===== config.mk =====
export PLATFORM = sky130hd
export DESIGN_NAME = lpht_hash
export DESIGN_NICKNAME = d
export VERILOG_FILES = /design/src/rtl/lpht_pkg.sv /design/src/rtl/lpht_hash.sv
export SDC_FILE = /design/constraint.sdc
export NUM_CORES = 2
export LEC_CHECK = 0
export BUFFER_PORTS_ARGS = -buffer_cell sky130_fd_sc_hd__buf_2
export CAP_MARGIN = 20
export CELL_PAD_IN_SITES_DETAIL_PLACEMENT = 0
export CELL_PAD_IN_SITES_GLOBAL_PLACEMENT = 1
export CORE_UTILIZATION = 50
export DETAILED_ROUTE_END_ITERATION = 10
export GPL_TIMING_DRIVEN = 0
export PLACE_DENSITY = 0.79
export SKIP_CTS_REPAIR_TIMING = 1
export SYNTH_ARGS = -nofsm -noshare
export SYNTH_HDL_FRONTEND = slang
export SYNTH_SLANG_ARGS = --single-unit

===== constraint.sdc =====
create_clock -name clk_i -period 11.4 [get_ports clk_i]
set_input_delay 2.85 -clock clk_i [delete_from_list [all_inputs] [get_ports clk_i]]
set_output_delay 2.85 -clock clk_i [all_outputs]
set_load 0.01 [all_outputs]

===== src/rtl/lpht_pkg.sv =====
`default_nettype none
// ----------------------------------------------------------------------------
// lpht_pkg
// Types, sizes and mix constants shared by the linear probing hash table.
// ----------------------------------------------------------------------------
package lpht_pkg;

  localparam int TABLE_BITS = 16;
  localparam int SLOT_COUNT = 1 << TABLE_BITS;
  localparam int CNT_W      = TABLE_BITS + 1;

  localparam logic [TABLE_BITS-1:0] SLOT_MASK  = {TABLE_BITS{1'b1}};
  // count * 10 > slots * 9 is the same as count > floor(slots * 9 / 10)
  localparam logic [CNT_W-1:0]      LOAD_LIMIT = CNT_W'((SLOT_COUNT * 9) / 10);

  localparam logic [63:0] MIX_C1    = 64'hff51afd7ed558ccd;
  localparam logic [63:0] MIX_C2    = 64'hc4ceb9fe1a85ec53;
  localparam int          MIX_SHIFT = 33;

  typedef enum logic {
    CMD_INSERT = 1'b0,
    CMD_LOOKUP = 1'b1
  } cmd_e;

  typedef enum logic [2:0] {
    ST_INSERTED  = 3'd0,
    ST_DUPLICATE = 3'd1,
    ST_REJECTED  = 3'd2,
    ST_FOUND     = 3'd3,
    ST_NOT_FOUND = 3'd4
  } status_e;

  typedef struct packed {
    cmd_e        cmd;
    logic [63:0] key;
    logic [63:0] value;
  } lpht_req_t;

  typedef struct packed {
    status_e     status;
    logic [63:0] found_value;
    logic [16:0] occupancy;
  } lpht_rsp_t;

  // one access of the slot store
  typedef struct packed {
    logic                  en;
    logic                  key_we;
    logic                  val_we;
    logic [TABLE_BITS-1:0] addr;
    logic [63:0]           wkey;
    logic [63:0]           wval;
  } store_req_t;

  typedef enum logic [1:0] {
    HS_IDLE,
    HS_MIX1,
    HS_MIX2
  } hash_state_e;

  typedef enum logic [2:0] {
    CS_CLEAR,
    CS_IDLE,
    CS_HASH,
    CS_PROBE,
    CS_RESP
  } core_state_e;

  function automatic logic [63:0] xor_shift(input logic [63:0] x);
    return x ^ (x >> MIX_SHIFT);
  endfunction

endpackage
`default_nettype wire


===== src/rtl/lpht_hash.sv =====
`default_nettype none
// ----------------------------------------------------------------------------
// lpht_hash
// Home slot mixer: two 64-bit constant multiplies built from one shared
// 32x32 multiplier, three partial products per multiply.
// ----------------------------------------------------------------------------
module lpht_hash
  import lpht_pkg::*;
(
  input  wire logic                  clk_i,
  input  wire logic                  rst_ni,
  input  wire logic                  start_i,
  input  wire logic [63:0]           key_i,
  output logic                       done_o,
  output logic [TABLE_BITS-1:0]      slot_o
);

  hash_state_e state_q, state_d;
  logic [1:0]  step_q, step_d;
  logic [63:0] x_q, x_d;
  logic [63:0] acc_q, acc_d;
  logic [63:0] prod_q, prod_d;
  logic [63:0] mul_c;
  logic [31:0] op_a, op_b;
  logic [63:0] addend;
  logic [63:0] acc_sum;
  logic [63:0] mix_out;

  always_ff @(posedge clk_i or negedge rst_ni) begin
    if (!rst_ni) begin
      state_q <= HS_IDLE;
      step_q  <= 2'd0;
    end else begin
      state_q <= state_d;
      step_q  <= step_d;
    end
  end

  always_ff @(posedge clk_i) begin
    x_q    <= x_d;
    acc_q  <= acc_d;
    prod_q <= prod_d;
  end

  // low 64 bits of x * c: lo*lo, then lo*hi and hi*lo shifted up by 32
  always_comb begin
    mul_c = (state_q == HS_MIX1) ? MIX_C1 : MIX_C2;
    unique case (step_q)
      2'd0: begin
        op_a = x_q[31:0];
        op_b = mul_c[31:0];
      end
      2'd1: begin
        op_a = x_q[31:0];
        op_b = mul_c[63:32];
      end
      default: begin
        op_a = x_q[63:32];
        op_b = mul_c[31:0];
      end
    endcase
    prod_d  = op_a * op_b;
    addend  = (step_q == 2'd1) ? prod_q : {prod_q[31:0], 32'd0};
    acc_sum = acc_q + addend;
    mix_out = xor_shift(acc_sum);
  end

  always_comb begin
    state_d = state_q;
    step_d  = step_q;
    x_d     = x_q;
    acc_d   = (step_q == 2'd0) ? 64'd0 : acc_sum;
    done_o  = 1'b0;
    slot_o  = mix_out[TABLE_BITS-1:0];
    unique case (state_q)
      HS_IDLE: begin
        step_d = 2'd0;
        if (start_i) begin
          x_d     = xor_shift(key_i);
          state_d = HS_MIX1;
        end
      end
      HS_MIX1: begin
        step_d = step_q + 2'd1;
        if (step_q == 2'd3) begin
          x_d     = mix_out;
          state_d = HS_MIX2;
        end
      end
      HS_MIX2: begin
        step_d = step_q + 2'd1;
        if (step_q == 2'd3) begin
          done_o  = 1'b1;
          state_d = HS_IDLE;
        end
      end
      default: begin
        state_d = HS_IDLE;
      end
    endcase
  end

endmodule
`default_nettype wire


* Yosys cells after proc, flatten, opt, wreduce, memory -nomap -nowiden
Index checks and enable logic that the tools add are counted.
Operators by class: $mul 1, muxes and demuxes 14, eq/ne operators 7, reductions and logical operators 8, bitwise logic cells 2, add/sub/neg operators 2
Operator list (count):
- 64-bit two-way mux | 3
- 64-bit case mux with 2 select lines | 1
- 64-bit by 31-bit XOR with 64-bit output | 2
- 64-bit adder | 1
- 32-bit by 32-bit multiplier with 64-bit output | 1
- 32-bit two-way mux | 2
- 62-bit two-way mux | 1
- 2-bit two-way mux | 3
- 2-bit case mux with 3 select lines | 1
- 3-bit AND reduction | 2
- 2-bit by 1-bit equality test with 1-bit output, second input constant | 2
- 2-bit equality test, second input constant | 2
- 2-bit zero test | 2
- 2-bit != test, second input constant | 2
- 2-bit case mux with 2 select lines | 1
- 2-bit nonzero test | 2
- 2-bit OR reduction | 2
- 2-bit by 1-bit adder with 2-bit output, second input constant | 1
- 1-bit two-way mux | 2
- 2-bit by 1-bit != test with 1-bit output, second input constant | 1
Storage, ports and cells: bits of input ports 67, flip-flop bits (word level) 196

* Depth between registers and ports, before layout
depth in word-level cells 6, depth in mapped cells 39, mapped depth without buffers 34

* Least setup slack after synthesis
No wires, ideal clock.
path type register -> register, start register step_q[0], end register prod_q[59], library setup time 0.122 ns, path buffers 5, stages on the path, launching flop included 33, path slack 1.525 ns, data required time 11.278 ns, arrival 9.753 ns, period minus slack after synthesis 9.875 ns, cells stage by stage dfrtp_1 ha_1 clkbuf_1 nor2_1 buf_2 buf_1 buf_1 mux2_2 inv_1 nor2_1 or2_2 fa_1 inv_1 fa_1 fa_1 inv_1 fa_1 fa_1 fa_1 fa_1 fa_1 ha_1 clkbuf_1 nand3_1 nor2_1 nand3_1 or4_1 o32ai_1 a211o_1 nand3_1 o41ai_1 nor2_1 a311o_1
Between the ends: word-level cells in the longest chain between the ends 4, elaborated cells between the ends (all ways) 6, those cells by class mul (1); eq/ne (1); mux (2); reduce/logical (2)
Ends and longest elaborated chain:
- start: declaration | line lpht_hash.sv:19 | logic [1:0] step_q, step_d;
- start signal: assignment | line lpht_hash.sv:35 | step_q <= step_d;
- 2-bit by 1-bit equality test with 1-bit output / 2-bit zero test (equally long branches) | line lpht_hash.sv:48 | unique case (step_q)
- 2-bit OR reduction (no line)
- 32-bit two-way mux | line lpht_hash.sv:48
- 32-bit by 32-bit multiplier with 64-bit output (*) | line lpht_hash.sv:62 | prod_d = op_a * op_b;
- named net prod_d[59] | line lpht_hash.sv:22 | logic [63:0] prod_q, prod_d;
- end signal: assignment | line lpht_hash.sv:42 | prod_q <= prod_d;
- end: declaration | line lpht_hash.sv:22
The timed path passes the listed nets; every way through them passes the cells marked *. A chain may end at the register's enable or synchronous reset.

* Worst setup path after layout
Ends and elaborated chain as after synthesis.

==> results.tsv <==
stage	metric	value	unit
timing	slew_headroom	0.1907	
final_layout	multi_input_area	32990	um^2
final_layout	seqCellArea	4584	um^2
hold_path	min_from	step_q[1]	
die	coreArea	82240	um^2
routing	detail-route-antenna-nets	0	
routing	drt-total-wl	161700	um
worst_setup_path	reg2reg_depth	31	
die	die_w	290.5	um
synth	ys_top_cells_by_area	fa_1 38%, ha_1 13%, inv_1 8.8%	
routing	drtIter0Drc	3196	
synth	synthesis.area	41620	um^2
die	fp.dieArea	84410	um^2
final_layout	utilization	0.5417	
timing	period_share	0.9724	
place	globalplace.congestion	1.051	
routing	vias	32322	
synth	synth_edf_count	64	
clock_network	cts_max_level	4	
status	outcome	completed	
clock_network	clock-sinks	196	
timing	fin_crit	11.09	ns
place	dp_hpwl	143800	um
worst_setup_path	cp_max_fo	10	
synth	yosysWarnings	0	
routing	wl_met1	65070	um
timing	finalSetupViolCount	0	
worst_setup_path	critPathLaunch	step_q[0]	
clock_network	cts_made_buffers	17	
final_layout	fin_nets	5827	
clock_network	root_buffer	clkbuf_16	
global_route	globalRouteOverflowTotal	0	
worst_setup_path	r2r-start	step_q[0]	
synth	syn-instance-count	4425	
timing	hold_viol	0	
synth	avgSynthCellArea	9.407	um^2
synth	yosysTopAreaCellShare	0.3795	
worst_setup_path	crit_path_end_kind	register	
routing	wl_met3	13780	um
global_route	grt_usage	0.3901	
die	start_util	0.5061	
synth	ys.flop_type	dfxtp_1	
job	max_cap_viol_count	0	
die	die_h	290.5	um
worst_setup_path	worst_path_largest_cell_delay	0.63	ns
worst_setup_path	arrival	11.44	ns
worst_setup_path	crit_type	register to register	
timing	grt_setup_unrepaired	false	
place	port_buffers	83	
hold_path	hold_path_class	register to register	
global_route	first_global_vias	33281	
routing	highest_layer	met5	
worst_setup_path	cp_data_required_time	11.76	ns
timing	final-max-slew-violation-count	0	
routing	first_pass_iters	6	
clock_network	clock_path_buffers	2	
synth	synth_top_area_cell	fa_1	
timing	fmax	90.21	MHz
final_layout	layout-drive-gt1-share	0.06950	
worst_setup_path	slowest_stage	fa_1	
global_route	grt_max_degree	29	
global_route	grt_pass1_wl	232200	um
synth	yosys-top-cells-count	977 x inv_1, 789 x fa_1, 423 x ha_1	
die	rows	105	
synth	synthDistinctLibCells	78	
routing	met2_length	71060	um
worst_setup_path	path_common_cell	fa_1	
clock_network	cts_tree	done	
synth	yosysMostFrequentCell	inv_1	
routing	post_drt_wl_per_cell	28.69	um
routing	vias_per_cell	5.735	
final_layout	fill_cells	7645	
timing	skew	0.02366	ns
synth	ys_ff_latch	196	
hold_path	whs_path_depth	2	
synth	synthArstFlopShare	0.02041	
timing	tns	0	ns
clock_network	clk_pin_slew	0.08	ns
die	io_pins	84	
synth	synth_nets	5704	
worst_setup_path	setup.worst_path.start_class	register	
global_route	antenna_found_initial	8	
timing	worst_pin_slew	1.214	ns
routing	drc	0	
clock_network	clk_latency	0.47	ns
final_layout	syn2layout_area_growth	7.019	%
synth	ys_seq_area_frac	0.1101	
cell type report:
type / instances / area share
Sequential cell: 196 / 0.1029
Clock inverter: 15 / 0.004410
Inverter: 985 / 0.08325
Clock buffer: 17 / 0.009550
Multi-Input combinational cell: 3106 / 0.7405
Timing Repair Buffer: 110 / 0.01677
Antenna cell: 5 / 0.0002809
Tap cell: 1070 / 0.03005
Buffer: 132 / 0.01227
metrics by stage:
stage	instances	hold slack, ns	cell area [um^2]	worst slack, ns
2_1_floorplan	4425	0.4749	41620	1.525
3_3_place_gp	5578	0.5067	43380	-3.865
3_5_place_dp	5598	0.5164	43680	-2.540
4_1_cts	5630	0.5387	44300	-2.581
5_1_grt	5631	0.5943	44530	0.02744
6_report	5636	0.5382	44550	0.3149
sequential cells by signal, indices dropped and copies added (netlist names):
| signal | cells |
|---|---|
| acc_q | 64 |
| prod_q | 64 |
| x_q | 64 |
| state_q | 2 |
| step_q | 2 |
worst paths after layout:
| kind | end | slack (ns) |
|---|---|---|
| max | prod_q[59] | 0.31 |
| min | step_q[1] | 0.54 |
| max reg2reg | prod_q[59] | 0.31 |
| min reg2reg | step_q[1] | 0.54 |
| max in group asynchronous | step_q[1] | 9.09 |
| min in group asynchronous | state_q[0] | 2.18 |
placed cells by master, fill, tap and decap left out, types with 37 or more instances in the layout:
cell / count
inv_1: 974
xor2_1: 81
clkbuf_1: 106
ha_1: 421
buf_2: 85
nor2_1: 268
fa_1: 789
a21o_1: 97
a21oi_1: 201
edfxtp_1: 64
and2_1: 100
o21bai_1: 37
nor2b_1: 56
mux2_2: 80
nand2b_1: 56
nand2_1: 292
dfxtp_1: 128
nand4_1: 39
o21ai_0: 104
xnor2_1: 154
routing by layer:
layer	track usage	vias to the layer above
li1	-	14083
met1	0.5177	16243
met2	0.5965	1575
met3	0.07563	413
met4	0.2275	8
met5	0	-
logic make-up (layout without fill, tap and decap cells):
family,count (synthesis),in the layout,synth area share
AO/OA/AOI/OAI,580,580,0.08870
XOR/XNOR,245,245,0.05492
adder cells (fa/ha/maj),1221,1221,0.5088
buffers and inverters,1123,1259,0.1015
flip-flops,196,196,0.1101
multiplexers,103,103,0.02747
other,0,5,0
AND/OR/NAND/NOR,957,957,0.1085
worst max-delay path: cells and delay by family, from the launching register on:
family / cells / cell delay [ns]
multiplexers: 1 / 0.39
flip-flops: 1 / 0.45
AND/OR/NAND/NOR: 8 / 2.13
adder cells (fa/ha/maj): 10 / 4.95
buffers and inverters: 8 / 1.88
AO/OA/AOI/OAI: 4 / 1.10
Power is not shown: default switching activity piles up to over one toggle a cycle in this logic, so the estimate is an artifact.
